===== config.mk =====
export PLATFORM = sky130hd
export DESIGN_NAME = keyboard_event_nibble_serializer_flat
export DESIGN_NICKNAME = d
export VERILOG_FILES = /design/src/kens_pkg.sv /design/src/kens_stream_if.sv /design/src/keyboard_event_nibble_serializer.sv /design/src/flat_wrapper.sv
export VERILOG_INCLUDE_DIRS = /design/src /design/src/src
export SDC_FILE = /design/constraint.sdc
export NUM_CORES = 1
export LEC_CHECK = 0
export ABC_CLOCK_PERIOD_IN_PS = 4430
export BUFFER_PORTS_ARGS = -buffer_cell sky130_fd_sc_hd__buf_2
export CORE_ASPECT_RATIO = 0.6
export CORE_MARGIN = 2
export CORE_UTILIZATION = 45
export CTS_BUF_LIST = sky130_fd_sc_hd__clkbuf_2
export CTS_CLUSTER_SIZE = 10
export DETAILED_ROUTE_END_ITERATION = 10
export HOLD_SLACK_MARGIN = 0.1
export MAX_ROUTING_LAYER = met4
export PLACE_DENSITY = 0.69
export SYNTH_ARGS = -nofsm -noshare
export SYNTH_HDL_FRONTEND = slang
export SYNTH_SLANG_ARGS = --single-unit

===== constraint.sdc =====
create_clock -name clk -period 4.43 [get_ports clk]
set_clock_uncertainty 0.15 [all_clocks]
set_input_delay 0.886 -clock clk [delete_from_list [all_inputs] [get_ports clk]]
set_output_delay 0.886 -clock clk [all_outputs]
set_load 0.02 [all_outputs]

===== src/assert_macros.svh =====
// Assertion macros used by the RTL of the keyboard event serializer.
`ifndef ASSERT_MACROS_SVH
`define ASSERT_MACROS_SVH

// Checked on every rising clock edge, disabled while reset is asserted.
`define ASSERT_CLKD(lbl, prop, msg) \
    lbl: assert property (@(posedge clk) disable iff (!rst_n) (prop)) else $error(msg);

// Checked on every rising clock edge, reset included.
`define ASSERT_CLK(lbl, prop, msg) \
    lbl: assert property (@(posedge clk) (prop)) else $error(msg);

`endif


===== src/kens_pkg.sv =====
// Package with the types, widths and constants of the keyboard event serializer.
package kens_pkg;

    localparam int QUEUE_DEPTH = 16;
    localparam int QPTR_W      = $clog2(QUEUE_DEPTH);

    localparam int MODE_W   = 3;
    localparam int CODE_W   = 8;
    localparam int PAD_W    = 16;
    localparam int NIBBLE_W = 4;
    localparam int POS_W    = 4;
    localparam int ADDR_W   = 4;
    localparam int DATA_W   = 32;

    localparam logic [7:0]          DEVICE_ID_RESET = 8'h34;
    localparam logic [7:0]          GAME_LOW_MASK   = 8'hF8;
    localparam logic [NIBBLE_W-1:0] STATUS_EMPTY    = 4'h6;
    localparam logic [NIBBLE_W-1:0] STATUS_BREAK    = 4'h7;
    localparam logic [NIBBLE_W-1:0] STATUS_MAKE     = 4'hE;
    localparam logic [POS_W-1:0]    LAST_NIBBLE     = 4'd11;

    typedef enum logic [MODE_W-1:0] {
        MODE_POLL    = 3'd0,
        MODE_MAKE    = 3'd1,
        MODE_BREAK   = 3'd2,
        MODE_RELEASE = 3'd3,
        MODE_RESTART = 3'd4
    } mode_t;

    typedef enum logic [1:0] {
        REG_DEVICE_ID   = 2'd0,
        REG_CAPS_LOCK   = 2'd1,
        REG_NUM_LOCK    = 2'd2,
        REG_SCROLL_LOCK = 2'd3
    } reg_index_t;

    typedef struct packed {
        logic              brk;
        logic [CODE_W-1:0] code;
    } event_t;

endpackage


===== src/kens_stream_if.sv =====
// Valid/ready stream interfaces for the input and result beats of the serializer.
interface kens_in_if;
    logic                          valid;
    logic                          ready;
    logic [kens_pkg::MODE_W-1:0]   mode;
    logic [kens_pkg::CODE_W-1:0]   key_code;
    logic [kens_pkg::PAD_W-1:0]    pad_buttons;
    logic                          select_low;
    logic                          select_high;

    modport source (output valid, mode, key_code, pad_buttons, select_low, select_high,
                    input ready);
    modport sink (input valid, mode, key_code, pad_buttons, select_low, select_high,
                  output ready);
endinterface

interface kens_out_if;
    logic                            valid;
    logic                            ready;
    logic [kens_pkg::NIBBLE_W-1:0]   data_nibble;
    logic                            push_accepted;

    modport source (output valid, data_nibble, push_accepted, input ready);
    modport sink (input valid, data_nibble, push_accepted, output ready);
endinterface


===== src/keyboard_event_nibble_serializer.sv =====
// Keyboard event queue served to a host as 12-nibble packets stepped by two select lines.
// The block takes one input beat per clock cycle unless the result side stalls, and gives one
// result beat for each: an input register captures the beat; the queue, packet multiplexer and
// pointer updates lie combinationally between it and the result register. The event queue is a
// 16-entry flip-flop array read at the read pointer, holding at most 15 events. The user writes
// configuration registers over the APB port only while the block is idle; nothing enforces it.
module keyboard_event_nibble_serializer (
    input  logic                          clk,
    input  logic                          rst_n,
    input  logic                          psel,
    input  logic                          penable,
    input  logic                          pwrite,
    input  logic [kens_pkg::ADDR_W-1:0]   paddr,
    input  logic [kens_pkg::DATA_W-1:0]   pwdata,
    output logic [kens_pkg::DATA_W-1:0]   prdata,
    output logic                          pready,
    kens_in_if.sink                       in_ch,
    kens_out_if.source                    out_ch
);

    `include "assert_macros.svh"

    // Configuration registers.
    logic [7:0] device_id_reg;
    logic       caps_lock_reg;
    logic       num_lock_reg;
    logic       scroll_lock_reg;
    logic       cfg_write;

    // Input register.
    logic                          in_valid_reg;
    logic [kens_pkg::MODE_W-1:0]   mode_reg;
    logic [kens_pkg::CODE_W-1:0]   key_code_reg;
    logic [kens_pkg::PAD_W-1:0]    pad_reg;
    logic [1:0]                    sel_reg;

    // Result register.
    logic                            out_valid_reg;
    logic [kens_pkg::NIBBLE_W-1:0]   nibble_reg;
    logic                            accepted_reg;

    // Queue and packet state.
    kens_pkg::event_t              store [kens_pkg::QUEUE_DEPTH];
    logic [kens_pkg::QPTR_W-1:0]   rd_ptr_reg, rd_ptr_next;
    logic [kens_pkg::QPTR_W-1:0]   wr_ptr_reg, wr_ptr_next;
    logic [kens_pkg::CODE_W-1:0]   last_code_reg, last_code_next;
    logic [kens_pkg::POS_W-1:0]    pos_reg, pos_next;
    logic                          any_sent_reg, any_sent_next;
    logic [1:0]                    prior_sel_reg, prior_sel_next;
    logic                          sel_seen_reg, sel_seen_next;

    logic                            fire;
    logic                            q_empty;
    logic                            q_full;
    kens_pkg::event_t                head;
    logic                            push_req;
    logic                            push_en;
    kens_pkg::event_t                push_entry;
    logic [kens_pkg::NIBBLE_W-1:0]   nibble_next;
    logic                            accepted_next;

    function automatic logic [kens_pkg::QPTR_W-1:0] ptr_inc(
        input logic [kens_pkg::QPTR_W-1:0] ptr
    );
        if (ptr == kens_pkg::QPTR_W'(kens_pkg::QUEUE_DEPTH - 1))
        begin
            return '0;
        end
        return ptr + 1'b1;
    endfunction

    function automatic logic [kens_pkg::NIBBLE_W-1:0] nibble_at(
        input logic [kens_pkg::POS_W-1:0] pos,
        input logic [kens_pkg::PAD_W-1:0] pad,
        input kens_pkg::event_t           hd,
        input logic                       empty,
        input logic [7:0]                 dev_id,
        input logic [2:0]                 locks
    );
        logic [7:0] low_byte;
        logic [3:0] status;
        logic [7:0] code;
        low_byte = pad[7:0] & kens_pkg::GAME_LOW_MASK;
        code     = empty ? 8'h00 : hd.code;
        if (empty)
        begin
            status = kens_pkg::STATUS_EMPTY;
        end
        else if (hd.brk)
        begin
            status = kens_pkg::STATUS_BREAK;
        end
        else
        begin
            status = kens_pkg::STATUS_MAKE;
        end
        case (pos)
            4'd0:    return dev_id[7:4];
            4'd1:    return dev_id[3:0];
            4'd2:    return pad[15:12];
            4'd3:    return pad[11:8];
            4'd4:    return low_byte[7:4];
            4'd5:    return low_byte[3:0];
            4'd6:    return {1'b0, locks};
            4'd7:    return status;
            4'd8:    return code[7:4];
            4'd9:    return code[3:0];
            4'd10:   return 4'h0;
            default: return 4'h1;
        endcase
    endfunction

    // APB configuration port.
    assign pready    = 1'b1;
    assign cfg_write = psel && penable && pwrite;

    always_ff @(posedge clk or negedge rst_n)
    begin
        if (!rst_n)
        begin
            device_id_reg   <= kens_pkg::DEVICE_ID_RESET;
            caps_lock_reg   <= 1'b0;
            num_lock_reg    <= 1'b0;
            scroll_lock_reg <= 1'b0;
        end
        else if (cfg_write)
        begin
            case (kens_pkg::reg_index_t'(paddr[3:2]))
                kens_pkg::REG_DEVICE_ID:   device_id_reg   <= pwdata[7:0];
                kens_pkg::REG_CAPS_LOCK:   caps_lock_reg   <= pwdata[0];
                kens_pkg::REG_NUM_LOCK:    num_lock_reg    <= pwdata[0];
                kens_pkg::REG_SCROLL_LOCK: scroll_lock_reg <= pwdata[0];
                default: ;
            endcase
        end
    end

    always_comb
    begin
        case (kens_pkg::reg_index_t'(paddr[3:2]))
            kens_pkg::REG_DEVICE_ID:   prdata = {24'h0, device_id_reg};
            kens_pkg::REG_CAPS_LOCK:   prdata = {31'h0, caps_lock_reg};
            kens_pkg::REG_NUM_LOCK:    prdata = {31'h0, num_lock_reg};
            kens_pkg::REG_SCROLL_LOCK: prdata = {31'h0, scroll_lock_reg};
            default:                   prdata = '0;
        endcase
    end

    // The buffered beat moves on when the result register is free or being drained.
    assign fire         = in_valid_reg && (!out_valid_reg || out_ch.ready);
    assign in_ch.ready  = !in_valid_reg || fire;

    assign out_ch.valid         = out_valid_reg;
    assign out_ch.data_nibble   = nibble_reg;
    assign out_ch.push_accepted = accepted_reg;

    always_ff @(posedge clk or negedge rst_n)
    begin
        if (!rst_n)
        begin
            in_valid_reg  <= 1'b0;
            out_valid_reg <= 1'b0;
        end
        else
        begin
            if (in_ch.ready)
            begin
                in_valid_reg <= in_ch.valid;
            end
            if (fire)
            begin
                out_valid_reg <= 1'b1;
            end
            else if (out_ch.ready)
            begin
                out_valid_reg <= 1'b0;
            end
        end
    end

    always_ff @(posedge clk)
    begin
        if (in_ch.ready && in_ch.valid)
        begin
            mode_reg     <= in_ch.mode;
            key_code_reg <= in_ch.key_code;
            pad_reg      <= in_ch.pad_buttons;
            sel_reg      <= {in_ch.select_high, in_ch.select_low};
        end
        if (fire)
        begin
            nibble_reg   <= nibble_next;
            accepted_reg <= accepted_next;
        end
    end

    assign q_empty = rd_ptr_reg == wr_ptr_reg;
    assign q_full  = ptr_inc(wr_ptr_reg) == rd_ptr_reg;
    assign head    = store[rd_ptr_reg];

    always_comb
    begin
        rd_ptr_next    = rd_ptr_reg;
        wr_ptr_next    = wr_ptr_reg;
        last_code_next = last_code_reg;
        pos_next       = pos_reg;
        any_sent_next  = any_sent_reg;
        prior_sel_next = prior_sel_reg;
        sel_seen_next  = sel_seen_reg;
        nibble_next    = '0;
        push_req       = 1'b0;
        push_entry     = '{brk: 1'b0, code: key_code_reg};

        case (mode_reg)
            kens_pkg::MODE_POLL:
            begin
                if (!sel_seen_reg || sel_reg != prior_sel_reg)
                begin
                    nibble_next = nibble_at(pos_reg, pad_reg, head, q_empty, device_id_reg,
                                            {caps_lock_reg, num_lock_reg, scroll_lock_reg});
                    // Sending the last nibble of a packet retires the head event.
                    if (pos_reg == kens_pkg::LAST_NIBBLE)
                    begin
                        pos_next = '0;
                        if (!q_empty)
                        begin
                            rd_ptr_next = ptr_inc(rd_ptr_reg);
                        end
                    end
                    else
                    begin
                        pos_next = pos_reg + 1'b1;
                    end
                    any_sent_next  = 1'b1;
                    prior_sel_next = sel_reg;
                    sel_seen_next  = 1'b1;
                end
                else if (any_sent_reg)
                begin
                    nibble_next = nibble_at(
                        (pos_reg == '0) ? kens_pkg::LAST_NIBBLE : pos_reg - 1'b1,
                        pad_reg, head, q_empty, device_id_reg,
                        {caps_lock_reg, num_lock_reg, scroll_lock_reg});
                end
                else
                begin
                    nibble_next = nibble_at('0, pad_reg, head, q_empty, device_id_reg,
                                            {caps_lock_reg, num_lock_reg, scroll_lock_reg});
                end
            end
            kens_pkg::MODE_MAKE:
            begin
                last_code_next = key_code_reg;
                push_req       = 1'b1;
            end
            kens_pkg::MODE_BREAK:
            begin
                last_code_next = key_code_reg;
                push_req       = 1'b1;
                push_entry     = '{brk: 1'b1, code: key_code_reg};
            end
            kens_pkg::MODE_RELEASE:
            begin
                push_req   = last_code_reg != '0;
                push_entry = '{brk: 1'b1, code: last_code_reg};
            end
            kens_pkg::MODE_RESTART:
            begin
                pos_next      = '0;
                any_sent_next = 1'b0;
                sel_seen_next = 1'b0;
            end
            default: ;
        endcase

        push_en       = push_req && !q_full;
        accepted_next = push_en;
        if (push_en)
        begin
            wr_ptr_next = ptr_inc(wr_ptr_reg);
        end
    end

    always_ff @(posedge clk)
    begin
        if (fire && push_en)
        begin
            store[wr_ptr_reg] <= push_entry;
        end
    end

    always_ff @(posedge clk or negedge rst_n)
    begin
        if (!rst_n)
        begin
            rd_ptr_reg    <= '0;
            wr_ptr_reg    <= '0;
            last_code_reg <= '0;
            pos_reg       <= '0;
            any_sent_reg  <= 1'b0;
            prior_sel_reg <= '0;
            sel_seen_reg  <= 1'b0;
        end
        else if (fire)
        begin
            rd_ptr_reg    <= rd_ptr_next;
            wr_ptr_reg    <= wr_ptr_next;
            last_code_reg <= last_code_next;
            pos_reg       <= pos_next;
            any_sent_reg  <= any_sent_next;
            prior_sel_reg <= prior_sel_next;
            sel_seen_reg  <= sel_seen_next;
        end
    end

    `ASSERT_CLKD(a_pos_in_packet, pos_reg <= kens_pkg::LAST_NIBBLE,
        "nibble position left the packet range")
    `ASSERT_CLKD(a_sent_tracks_seen, any_sent_reg == sel_seen_reg,
        "sent flag and select history disagree")
    `ASSERT_CLKD(a_push_fills_queue, fire && push_en |=> rd_ptr_reg != wr_ptr_reg,
        "queue empty right after an accepted push")
    `ASSERT_CLKD(a_result_kind, out_valid_reg && accepted_reg |-> nibble_reg == '0,
        "push result carries a nonzero nibble")

endmodule


===== src/flat_wrapper.sv =====
// flat-port wrapper written by rule: the top's interface ports become plain ports
module keyboard_event_nibble_serializer_flat 
  (clk, rst_n, psel, penable, pwrite, paddr, pwdata, prdata, pready, in_ch_valid, in_ch_mode, in_ch_key_code, in_ch_pad_buttons, in_ch_select_low, in_ch_select_high, in_ch_ready, out_ch_valid, out_ch_data_nibble, out_ch_push_accepted, out_ch_ready);
  kens_in_if in_ch_i ();
  kens_out_if out_ch_i ();
  input  logic clk;
  input  logic rst_n;
  input  logic psel;
  input  logic penable;
  input  logic pwrite;
  input  logic [kens_pkg::ADDR_W-1:0] paddr;
  input  logic [kens_pkg::DATA_W-1:0] pwdata;
  output logic [kens_pkg::DATA_W-1:0] prdata;
  output logic pready;
  input wire logic [$bits(in_ch_i.valid)-1:0] in_ch_valid;
  input wire logic [$bits(in_ch_i.mode)-1:0] in_ch_mode;
  input wire logic [$bits(in_ch_i.key_code)-1:0] in_ch_key_code;
  input wire logic [$bits(in_ch_i.pad_buttons)-1:0] in_ch_pad_buttons;
  input wire logic [$bits(in_ch_i.select_low)-1:0] in_ch_select_low;
  input wire logic [$bits(in_ch_i.select_high)-1:0] in_ch_select_high;
  output wire logic [$bits(in_ch_i.ready)-1:0] in_ch_ready;
  output wire logic [$bits(out_ch_i.valid)-1:0] out_ch_valid;
  output wire logic [$bits(out_ch_i.data_nibble)-1:0] out_ch_data_nibble;
  output wire logic [$bits(out_ch_i.push_accepted)-1:0] out_ch_push_accepted;
  input wire logic [$bits(out_ch_i.ready)-1:0] out_ch_ready;
  assign in_ch_i.valid = in_ch_valid;
  assign in_ch_i.mode = in_ch_mode;
  assign in_ch_i.key_code = in_ch_key_code;
  assign in_ch_i.pad_buttons = in_ch_pad_buttons;
  assign in_ch_i.select_low = in_ch_select_low;
  assign in_ch_i.select_high = in_ch_select_high;
  assign in_ch_ready = in_ch_i.ready;
  assign out_ch_valid = out_ch_i.valid;
  assign out_ch_data_nibble = out_ch_i.data_nibble;
  assign out_ch_push_accepted = out_ch_i.push_accepted;
  assign out_ch_i.ready = out_ch_ready;
  keyboard_event_nibble_serializer u_core (.clk(clk), .rst_n(rst_n), .psel(psel), .penable(penable), .pwrite(pwrite), .paddr(paddr), .pwdata(pwdata), .prdata(prdata), .pready(pready), .in_ch(in_ch_i), .out_ch(out_ch_i));
endmodule

==> impl_summary.md, run 1 <==
Route
The routed layout has 5,847 vias. The routed length per placed instance is 22.67 um. Once detail routing completed, the nets flagged for antenna violations numbered 0. For this run, design rule violations remaining after detail routing come to 0. The first detailed-routing pass took 5 iterations.

In the routed layout, each cell is associated on average with a via count of 5.888. The iteration-0 DRC count of the detailed router is 647. The final wirelength is 22,520 um.

Placed design
The HPWL after detailed placement is 15,570 um. The count of port buffers added during placement is 57. At the end of routability-driven placement, the weighted congestion stood at 0.9475.

Power
Dividing total power by cell area gives a power density of 452.9 nW/um^2. The maximum VDD drop is 0.2451 mV. The static power due to leakage is 3.775 nW.

CTS
The tree is rooted in a sky130_fd_sc_hd__clkbuf_2. The clock transition at the registers of the reported paths is 120 ps. The clock drives 211 sinks. Counting along the longest clock path gives a buffer depth of 3.

The clock tree from TritonCTS is yes. In this run the post-CTS setup repair buffer count came out at 0. The maximum level of the CTS H-tree is 2. The number of hold buffers added after CTS is 2. At the later pin of the worst-skew pair, clock insertion delay measures 730 ps. The CTS buffer count is 47.

The number of cells upsized or downsized after cts is 0.

Logic synthesis
The synthesized netlist devotes 7.781% of its cell area to simple gates. The number of synthesis warnings is 0. The dominant combinational cell family by area after synthesis is multiplexers. Of the total synthesized cell area, the portion taken by XOR and XNOR cells is 1.202%. After synthesis, flip-flops and latches occupy 65.03% of the total area.

The mean post-synth cell area is 16.11 sq um. After synthesis, the share of flip-flops with an asynchronous set or reset is 17.06%. In this run, synthesis inferred 175 flip-flops with an integrated enable.

The synthesized netlist devotes 6.737% of its cell area to compound gates. The portion of synthesized area spent on multiplexers is 13.98%. The flip-flop cell with the highest count after synthesis is sky130_fd_sc_hd__edfxtp_1. Yosys mapped the design onto 65 distinct sky130hd cell types.

The synthesized netlist occupies a cell area of 9472 sq um. Counting flops and latches in the post-synthesis netlist gives 211. The synthesized-area fraction occupied by adder cells is 1.453%. After technology mapping, the gate count stands at 588.

Finish
The repair_antennas step left the layout with diodes totalling 0. From synthesis to final layout, the design area changed by 10.34%. In the final layout, the share of cells above drive strength 1 is 31.79%. The net count of the finished layout is 763.

The register with the most flip-flops in the layout has 144 of them.

STA
The max-slew headroom at the worst pin is 16.59%. Timing would allow up to 280.6 MHz. Setup repair after global routing left no endpoint under its margin. Setup violations remaining at the end of the flow were counted as 0. The number of hold violations in the final report is 0.

The actual transition at the worst max-transition pin is 1251 ps. The final sum of negative setup slack is 0 ps. The period utilization is 80.44%. After layout, the minimum clock period comes to 3563 ps. The count of final max-slew check failures was 0.

On the final layout, the worst hold slack is 198.0 ps.

Global route
In the global route stage, overall resource usage came out at 21.14%. The initial antenna violation count came to 1. The via count of the first global-routing pass was 5,592. Entering global routing, the biggest net connects 37 pins. The global-route wire length before repair is 33,570 um.

The leftover overflow at the end of global routing is 0.

Floorplan
In this run the horizontal extent of the chip is 191.3 um. The die extent in y is 116.4 um. The floorplan step defined a core boundary enclosing 20,830 sq um. The I/O pin total is 112. In this run the core area contains 41 standard-cell rows. The floorplan step defined a die boundary enclosing 22,260 sq um. The starting utilization of the core area is 45.48%.

Setup path
The required time of the critical path is 4640 ps. The critical path goes through ha_1, a21o_1, a21boi_0, or3_1, a21oi_1, nor3_2, and3_1. For this run, the slowest stage of the critical path takes 760 ps. The maximum fanout count along the critical path is 18. The worst setup path is launched from a register. STA puts the critical path data arrival time at 3770 ps. The critical path in this run is classified as register to register. The slowest cell on the critical path is sky130_fd_sc_hd__nor3_2. The worst setup path is captured at a register.

Run
Across the run, the number of max-cap violations was 0.

Worst hold path
The class of the worst hold path is primary input to register.

Outcome
The flow ran to the end, and the final reports show no timing, DRC or antenna violations.
==> worst paths after layout <==
path	from	endpoint	slack, ps	cells past startpoint
setup / recovery	u_core.wr_ptr_reg[0]	u_core.store[2][1]	870	7
hold / removal	in_ch_pad_buttons[5]	u_core.pad_reg[5]	200	1
setup reg to reg	u_core.wr_ptr_reg[0]	u_core.store[2][1]	870	7
hold reg to reg	u_core.in_valid_reg	u_core.out_ch.valid	360	1
max in group asynchronous	rst_n	u_core.rd_ptr_reg[0]	2840	2
min in group asynchronous	rst_n	u_core.last_code_reg[7]	670	2
==> synthesized netlist by cell type (all sizes together), types with 12 or more instances <==
cell type	number	area, sq um
a21oi	12	60.06
buf	36	249.0
mux4	42	953.4
and3	12	75.07
nand2	24	90.09
clkbuf	17	63.81
nor2	15	56.30
a22oi	13	97.59
mux2	32	360.4
nand3	17	85.08
edfxtp	175	5255
dfrtp	33	825.8
==> through the flow <==
stage          power [W]  setup slack, ps  util (%)  instance area (sq um)  cells
2_1_floorplan   0.003221             1093         -                   9558    611
3_3_place_gp    0.003487             1056     47.93                   9983    906
3_5_place_dp    0.003522            975.5     47.93                   9983    906
4_1_cts         0.004753            939.6     50.08                  10430    991
5_1_grt         0.004976            686.6     50.18                  10450    993
6_report        0.004733            866.6     50.18                  10450    993
==> cell type report <==
cell class,instances,area (sq um)
tap,279,349.1
inverter,11,41.29
clock inverter,11,67.56
sequential,211,6161
timing repair buffer,73,415.4
fill,1799,10380
clock buffer,72,360.3
multi-input combinational,336,3057
==> layer usage <==
metal	wire, um	global-route usage [%]	vias to the layer above
met4	223	4.308	0
met2	9101	26.64	308
met1	10660	32.73	2989
met3	2532	6.911	25
li1	-	-	2525
met5	0	-	-
==> cells by family (layout without fill, tap and decap cells) <==
kind of cell / Yosys count / after routing
buffers and inverters: 64 / 167
multiplexers: 75 / 75
other: 2 / 25
AND/OR/NAND/NOR: 129 / 129
AO/OA/AOI/OAI: 83 / 83
XOR/XNOR: 13 / 13
adder cells (fa/ha/maj): 11 / 11
flip-flops: 211 / 211
==> where the power goes <==
part | switching (W) | internal, W | total, W
Sequential | 0.000160 | 0.00232 | 0.00248
Clock | 0.000741 | 0.000484 | 0.00123
Combinational | 0.000595 | 0.000436 | 0.00103
==> cell usage in the layout (no fill, tap or decap), types with 3 or more instances in the layout <==
cell,n
sky130_fd_sc_hd__and2_1,9
sky130_fd_sc_hd__ha_1,11
sky130_fd_sc_hd__buf_2,57
sky130_fd_sc_hd__nor3b_1,3
sky130_fd_sc_hd__nor4_1,5
sky130_fd_sc_hd__nor3_1,8
sky130_fd_sc_hd__xnor2_1,11
sky130_fd_sc_hd__a311oi_1,3
sky130_fd_sc_hd__or3_1,5
sky130_fd_sc_hd__clkinv_1,9
sky130_fd_sc_hd__a21o_1,3
sky130_fd_sc_hd__mux2_2,32
sky130_fd_sc_hd__dfrtp_1,32
sky130_fd_sc_hd__inv_1,11
sky130_fd_sc_hd__nand2b_1,5
sky130_fd_sc_hd__a21oi_1,12
sky130_fd_sc_hd__and3_1,12
sky130_fd_sc_hd__edfxtp_1,175
sky130_fd_sc_hd__a22o_1,5
sky130_fd_sc_hd__nand2_1,24
sky130_fd_sc_hd__nand3_1,17
sky130_fd_sc_hd__buf_4,12
sky130_fd_sc_hd__o21ai_0,6
sky130_fd_sc_hd__a222oi_1,7
sky130_fd_sc_hd__a31oi_1,5
sky130_fd_sc_hd__a22oi_1,13
sky130_fd_sc_hd__a221oi_1,3
sky130_fd_sc_hd__dlygate4sd3_1,4
sky130_fd_sc_hd__nor2_1,15
sky130_fd_sc_hd__mux4_2,40
sky130_fd_sc_hd__dfstp_2,3
sky130_fd_sc_hd__a32oi_1,5
sky130_fd_sc_hd__and4_1,5
sky130_fd_sc_hd__nor2b_1,5
sky130_fd_sc_hd__conb_1,25
sky130_fd_sc_hd__nand4_1,4
sky130_fd_sc_hd__clkbuf_2,72
==> critical path: cells and delay by family, from the launching register on <==
family / cells / cell delay [ps]
flip-flops: 1 / 490
adder cells (fa/ha/maj): 1 / 370
AND/OR/NAND/NOR: 3 / 1590
AO/OA/AOI/OAI: 3 / 600
No activity file was read; power rests on OpenSTA's default activity.
==> run 2: changes to the inputs <==
ABC_AREA = 1   (was not set)
ABC_CLOCK_PERIOD_IN_PS = 3700   (was 4430)
clock period = 3.7 ns   (was 4.43 ns; I/O delays follow)
==> run 2 against run 1 <==
  * Total power increased by 42%
  * Die area increased by 4.5%
  * Clock power increased by 31%
  * Routed wire length increased by 13%
  * First-iteration DRC count increased by 41%
  * Via count increased by 31%
  * Critical endpoint is now prdata[7]
  * Largest power group unchanged
==> impl_summary.md, run 2 <==
Logic synthesis
The number of library cell types mapped by synthesis is 41. The area share of and/or/nand/nor cells after synthesis is 23.27%. The flip-flop cell with the highest count after synthesis is sky130_fd_sc_hd__edfxtp_1. Summing the areas of all fa, ha and maj instances in the mapped netlist gives 1.388% of the synthesized area. The number of synthesis warnings is 0. The dominant combinational cell family by area after synthesis is simple AND/OR/NAND/NOR gates. The complex-gate fraction of the synthesized area is 4.682%. The mean post-synth cell area is 9.778 sq um. The xor/xnor share of the synthesized area is 0.9717%. The sequential fraction of the synthesis area is 62.13%. The most common cell in the synthesized netlist is sky130_fd_sc_hd__nand2_1.

In the synthesized netlist, the number of instances is 1,014. Sorting the synthesized cells by area gives the leading types as sky130_fd_sc_hd__edfxtp_1 (53%), sky130_fd_sc_hd__nand2_1 (11%), sky130_fd_sc_hd__dfrtp_1 (8.3%), sky130_fd_sc_hd__nand3_1 (6.6%), sky130_fd_sc_hd__inv_1 (3.4%). The portion of synthesized area spent on multiplexers is 0%. By count the netlist is led by sky130_fd_sc_hd__nand2_1 (281), sky130_fd_sc_hd__edfxtp_1 (175), sky130_fd_sc_hd__nand3_1 (130). Summing every instance area after synthesis gives 9915 sq um. Counting flops with an async set or reset pin after synthesis yields a share of 17.06%. Of all cell types, the one taking the most synthesized area is sky130_fd_sc_hd__edfxtp_1.

The synthesized design contains 211 register bits. The number of enable-type register cells in the synthesized netlist is 175. The portion of synthesized cell area occupied by the leading cell type is 53.00%.

Route
The routed length per placed instance is 17.22 um. After the first detailed-routing iteration, the DRC count stood at 913. The number of search-and-repair iterations in the first detailed-routing pass is 5. The number of routed nets with antenna violations is 0. The routed via count divided by cell count is 5.164. The remaining routing DRC violations is 0. The routed layout has 7,632 vias. The final wirelength is 25,450 um.

STA
The maximum achievable frequency is 339.0 MHz. The count of final max-slew check failures is 0. The max-slew headroom at the worst pin is 10.67%. The setup slack after layout is 750.4 ps. Setup repair after global routing left no endpoint under its margin. The final sum of negative setup slack is 0 ps. The post-route worst hold slack is 237.5 ps. The period utilization is 79.72%.

For the pin with the worst max-slew slack, the measured transition is 1331 ps. The number of hold violations in the final report came to 0. The count of endpoints failing setup in the final report is 0. The minimum clock period after layout is 2950 ps.

Finish
The flip-flop count of the largest register, all copies and words added is 144. In the final layout, the multi-input gates occupy 3099 sq um. The repair_antennas step left the layout with diodes totalling 0. The filler cell count in the final layout is 1,946. The commonest non-fill, non-tap cell in the layout is sky130_fd_sc_hd__nand2_1. The final layout contains 1,237 nets.

In the final layout, flip-flops and latches occupy 6161 sq um. After the flow finishes, the layout carries non-filler instances totaling 1,478. The post-route netlist has 15.69% of its cells at a drive strength greater than 1. The area overhead of the layout relative to synthesis is 14.95%. In the layout the commonest cells are sky130_fd_sc_hd__nand2_1 (281), sky130_fd_sc_hd__edfxtp_1 (175), sky130_fd_sc_hd__nand3_1 (130), sky130_fd_sc_hd__inv_1 (91), sky130_fd_sc_hd__nor2_1 (79).

Power
The static power due to leakage is 4.893 nW. The power per standard cell area is 589.0 nW/um^2. The design draws 0.006713 W. The maximum VDD drop is 0.3361 mV.

Floorplan
The die extent in x is 195.6 um. The I/O pin total is 112. For this configuration, the core starts out at a cell density of 45.46%.

The die outline area is 23,270 sq um. After floorplanning, the core was sized to cover 21,810 sq um. The floorplan step set the die height to 119.0 um. The floorplan has 42 rows.

CTS
TritonCTS created 49 clock buffers. The clock sink count is 211. The clock transition at the registers of the reported paths is 130 ps. Clock latency on the worst-skew pair, taken at its later pin, is 820 ps. The clock tree from TritonCTS is yes.

Counting along the longest clock path gives a buffer depth of 3. The tree is rooted in a sky130_fd_sc_hd__clkbuf_2. The maximum level of the CTS H-tree is 2.

Outcome
The flow ran to the end, and the final reports show no timing, DRC or antenna violations.

Global route
The via count of the first global-routing pass is 6,888. The initial antenna violation count is 0. Entering global routing, the biggest net connects 57 pins. Summed over all layers, the global routing overflow is 0.

The first global-routing pass estimated 38,800 um of wire. Global routing consumed, over all layers together, 22.83% of the routing resources.

Placed design
The count of port buffers added during placement is 57. The total half-perimeter wirelength after legalization and detailed placement is 16,910 um. The number of instances in the placed design is 1,347. Before CTS, the worst setup slack after placement is 866.3 ps.

The final weighted congestion of routability-driven global placement is 0.9839.

Setup path
The largest incremental delay on the critical path is 540 ps. The critical path in this run is classified as primary input to output pin. The worst setup path is captured at an output pin. The worst setup path is launched from a primary input. Data arrives at the worst endpoint at 2060 ps. The slowest cell on the critical path is sky130_fd_sc_hd__dlygate4sd3_1. Traced cell by cell, the critical path runs through dlygate4sd3_1, buf_2, nor2_1, inv_1, nor2_1, buf_2.

The required time of the critical path is 2810 ps. In this run the worst path has a maximum fanout of 7. Counting cells, the worst reg-to-reg path comes to 7.

Worst hold path
The worst hold path belongs to the class primary input to register. Along the worst hold path, the cell count comes to 4.

Run
Max-cap violations in this run came to 0.
==> run 2: cells by family after synthesis <==
| group | after synthesis |
|---|---|
| other | 2 |
| adder cells (fa/ha/maj) | 11 |
| XOR/XNOR | 11 |
| AO/OA/AOI/OAI | 83 |
| flip-flops | 211 |
| buffers and inverters | 157 |
| AND/OR/NAND/NOR | 539 |
==> run 2: stage by stage <==
step                      utilization, %  instance area, sq um
after detailed placement           48.12                 10500
after global routing               52.26                 11400
after CTS                          52.26                 11400
after global placement             48.12                 10500
after floorplan                        -                 10000
final                              52.26                 11400
==> run 2: layer usage <==
metal	up-vias	wire [um]	global-route usage [%]
met3	35	2807	7.165
met4	0	288	4.723
met5	-	0	-
met1	3591	12670	36.58
li1	3662	-	-
met2	344	9677	27.41
==> run 2: worst paths after layout <==
check / from / endpoint / slack (ps)
max: paddr[3] / prdata[7] / 750
min: penable / u_core.num_lock_reg / 240
max reg2reg: u_core.mode_reg[2] / u_core.store[1][7] / 790
min reg2reg: u_core.in_valid_reg / u_core.out_ch.valid / 350
max in group asynchronous: rst_n / u_core.last_code_reg[3] / 2280
min in group asynchronous: rst_n / u_core.device_id_reg[3] / 440
==> run 2: timing repair <==
| action | in CTS | in global routing |
|---|---|---|
| hold buffers | 42 | 0 |
| resized for setup | 0 | 0 |
| buffers inserted | 0 | 0 |
| hold endpoints to repair | 72 | 0 |
==> run 2: area by class of cell <==
class                      count  area share (%)
tap                          286           3.140
clock inverter                15          0.9771
multi-input combinational    669           27.19
inverter                      94           3.107
clock buffer                  74           3.250
sequential                   211           54.06
timing repair buffer         129           8.278
==> run 2: where the power goes <==
group | total [W] | switching, W | leakage, nW | internal (W)
clock network | 0.00161 | 0.000944 | 0.363 | 0.000671
logic | 0.00215 | 0.00150 | 2.51 | 0.000642
registers | 0.00295 | 0.000160 | 2.02 | 0.00279
==> run 2: worst max-delay path, delay by kind of cell <==
| family | cells | cell delay (ps) |
|---|---|---|
| buffers and inverters | 4 | 1040 |
| AND/OR/NAND/NOR | 2 | 280 |
==> run 3: changes to the inputs <==
ABC_CLOCK_PERIOD_IN_PS = 3050   (was 3700)
clock period = 3.05 ns   (was 3.7 ns; I/O delays follow)
==> run 3 against run 2 <==
  * Global-route usage increased by 0.061 points
  * Sequential power increased by 21%
  * Combinational power increased by 23%
  * Non-clock buffer count increased by 11
==> impl_summary.md, run 3 (synthesized netlist as in run 2, its figures left out) <==
Outcome
The run finished with clean final reports.

Setup path
The most critical setup path has its startpoint at u_core.wr_ptr_reg[0]. The launching point of the worst reg2reg path is u_core.wr_ptr_reg[0]. The required time of the critical path is 3350 ps. At the worst endpoint, the arrival time is 2980 ps. Across all register-to-register paths, the minimum setup slack is 380 ps. On the worst path, the slowest cell contributes a delay of 500 ps. Together, buffers and inverters on the worst path number 1. The start-to-end type of the worst setup path is register to register. The sort of element at the end of the critical path is a register. The family with the most delay on the worst path is simple AND/OR/NAND/NOR gates.

The critical path goes through ha_1, a21oi_1, o21ai_1, xor2_1, nor2_1, nand3_2, nand3_4, nor3_1, buf_4. The slowest cell on the critical path is sky130_fd_sc_hd__dfrtp_1. The kind of start point of the critical path is a register. The maximum fanout count along the critical path is 24.

Global route
Summed over all layers, the global routing overflow is 0. The global-route wire length before repair is 39,100 um. The maximum number of pins on one net before global-route repair is 59.

Global routing consumed, over all layers together, 22.89% of the routing resources. The initial antenna violation count came to 0. The via count of the first global-routing pass is 6,997.

Finish
The number of antenna cells inserted is 0. The commonest non-fill, non-tap cell in the layout is sky130_fd_sc_hd__nand2_1. The area overhead of the layout relative to synthesis is 15.79%. The fraction of layout cells with a size suffix above 1 is 16.56%.

The flip-flop count of the largest register, all copies and words added is 144. The final layout net count is 1,247. The library cells used most frequently in the layout, excluding fill and tap cells, are sky130_fd_sc_hd__nand2_1 (281), sky130_fd_sc_hd__edfxtp_1 (175), sky130_fd_sc_hd__nand3_1 (130), sky130_fd_sc_hd__inv_1 (91), sky130_fd_sc_hd__nor2_1 (79).

Cells fill 52.64% of the core in the end. The non-filler instance count after layout is 1,488. The finished cells cover 11,480 sq um.

STA
Setup repair after global routing left no endpoint under its margin. Static timing analysis puts the maximum clock frequency at 374.0 MHz. The minimum clock period after layout is 2674 ps. The setup slack after layout is 376.1 ps. Summed over all failing endpoints, the final setup total negative slack is 0 ps. At the pin with the least slew margin, the transition time is 1310 ps. The number of hold violations in the final report is 0. The max-slew headroom at the worst pin is 12.10%. The period utilization is 87.67%. The count of final max-slew check failures is 0. The count of endpoints failing setup in the final report is 0.

Floorplan
The die extent in y is 119.0 um. The initialized floorplan defines 42 standard-cell rows. The die outline area is 23,270 sq um. The starting utilization of the core area is 45.46%.

The die extent in x is 195.6 um. The core region is 21,810 sq um. The I/O pin total is 112.

CTS
The tree is rooted in a sky130_fd_sc_hd__clkbuf_2. The number of buffers inserted to repair setup after CTS is 0. The maximum level of the CTS H-tree is 2. Hold repair after CTS inserted 43 buffers.

The clock transition at the registers of the reported paths is 120 ps. At the later pin of the worst-skew pair, clock insertion delay measures 800 ps. TritonCTS built the clock tree. In this run, CTS created clock tree buffers numbering 48. The clock sink count is 211. The clock passes through at most 3 buffers. The number of cells upsized or downsized after cts is 0.

Placed design
After legalization and detailed placement, the total HPWL measured 17,120 um. The count of port buffers added during placement is 57. The number of instances in the placed design is 1,357. The final weighted congestion of routability-driven global placement is 0.9725. After detailed placement, the total cell area comes to 10,600 sq um. The setup slack at placement is 440.6 ps.

Run
Across the run, the number of max-cap violations was 0.

Power
The static power due to leakage is 4.951 nW. The maximum VDD drop is 0.3543 mV. In this run the power density over the cells is 702.4 nW/um^2.

Route
The final wirelength is 25,590 um. Summing over every cut layer, the via total after detailed routing is 7,593. The routed via count divided by cell count is 5.103. The iteration-0 DRC count of the detailed router is 827. The detail route stage leaves a number of antenna-violating nets equal to 0. The routed length per placed instance is 17.20 um. The pre-antenna-repair detailed-routing pass consisted of 5 iterations. The remaining routing DRC violations is 0.

Worst hold path
The min-delay analysis places its worst path in the category primary input to register. In this run the most critical hold path is launched from penable.
==> run 3: cell types whose count changed in the layout (fill, tap and decap cells not counted), sizes merged <==
| cell | delta |
|---|---|
| buf | +10 |
| bufinv | -1 |
| clkbuf | +3 |
| clkinv | -4 |
| dlygate4sd3 | +1 |
| inv | +1 |
==> run 3: tightest hold or removal path, cell delays in order <==
cell and delay, ps:
sky130_fd_sc_hd__buf_2 90, sky130_fd_sc_hd__and3_1 170, sky130_fd_sc_hd__nand3_1 110, sky130_fd_sc_hd__o21ai_0 110
==> run 3: stage by stage <==
step / hold WS, ps / total power (W)
global route: 204.6 / 0.008569
CTS: 182.0 / 0.008051
global placement: 326.5 / 0.006139
detailed placement: 346.7 / 0.006164
finish: 250.9 / 0.008064
floorplan: 164.4 / 0.005385
==> run 3: layout make-up <==
class                      count  area (sq um)
fill                        1958         10330
sequential                   211          6161
multi-input combinational    669          3099
timing repair buffer         140          1054
clock buffer                  77         385.4
tap                          286         357.8
inverter                      94         354.1
clock inverter                11         68.82
==> run 3: worst paths after layout <==
check,end,depth (start not counted)
worst max-delay path,u_core.store[12][3],9
worst min-delay path,u_core.scroll_lock_reg,4
worst max register to register,u_core.store[12][3],9
worst min register to register,u_core.prior_sel_reg[0],2
max in group asynchronous,u_core.rd_ptr_reg[0],2
min in group asynchronous,u_core.device_id_reg[7],2
==> run 3: routing by layer <==
| metal | track usage [%] | part of all wire, % | vias up |
|---|---|---|---|
| met1 | 35.72 | 49 | 3537 |
| met5 | - | 0 | - |
| met2 | 28.48 | 39 | 351 |
| met4 | 4.628 | 0.86 | 0 |
| li1 | - | - | 3680 |
| met3 | 7.420 | 11 | 25 |
==> run 3: where the power goes <==
group          switching, W  total (W)  internal, W
logic               0.00182    0.00265     0.000827
registers          0.000184    0.00357      0.00339
clock network       0.00110    0.00185     0.000747
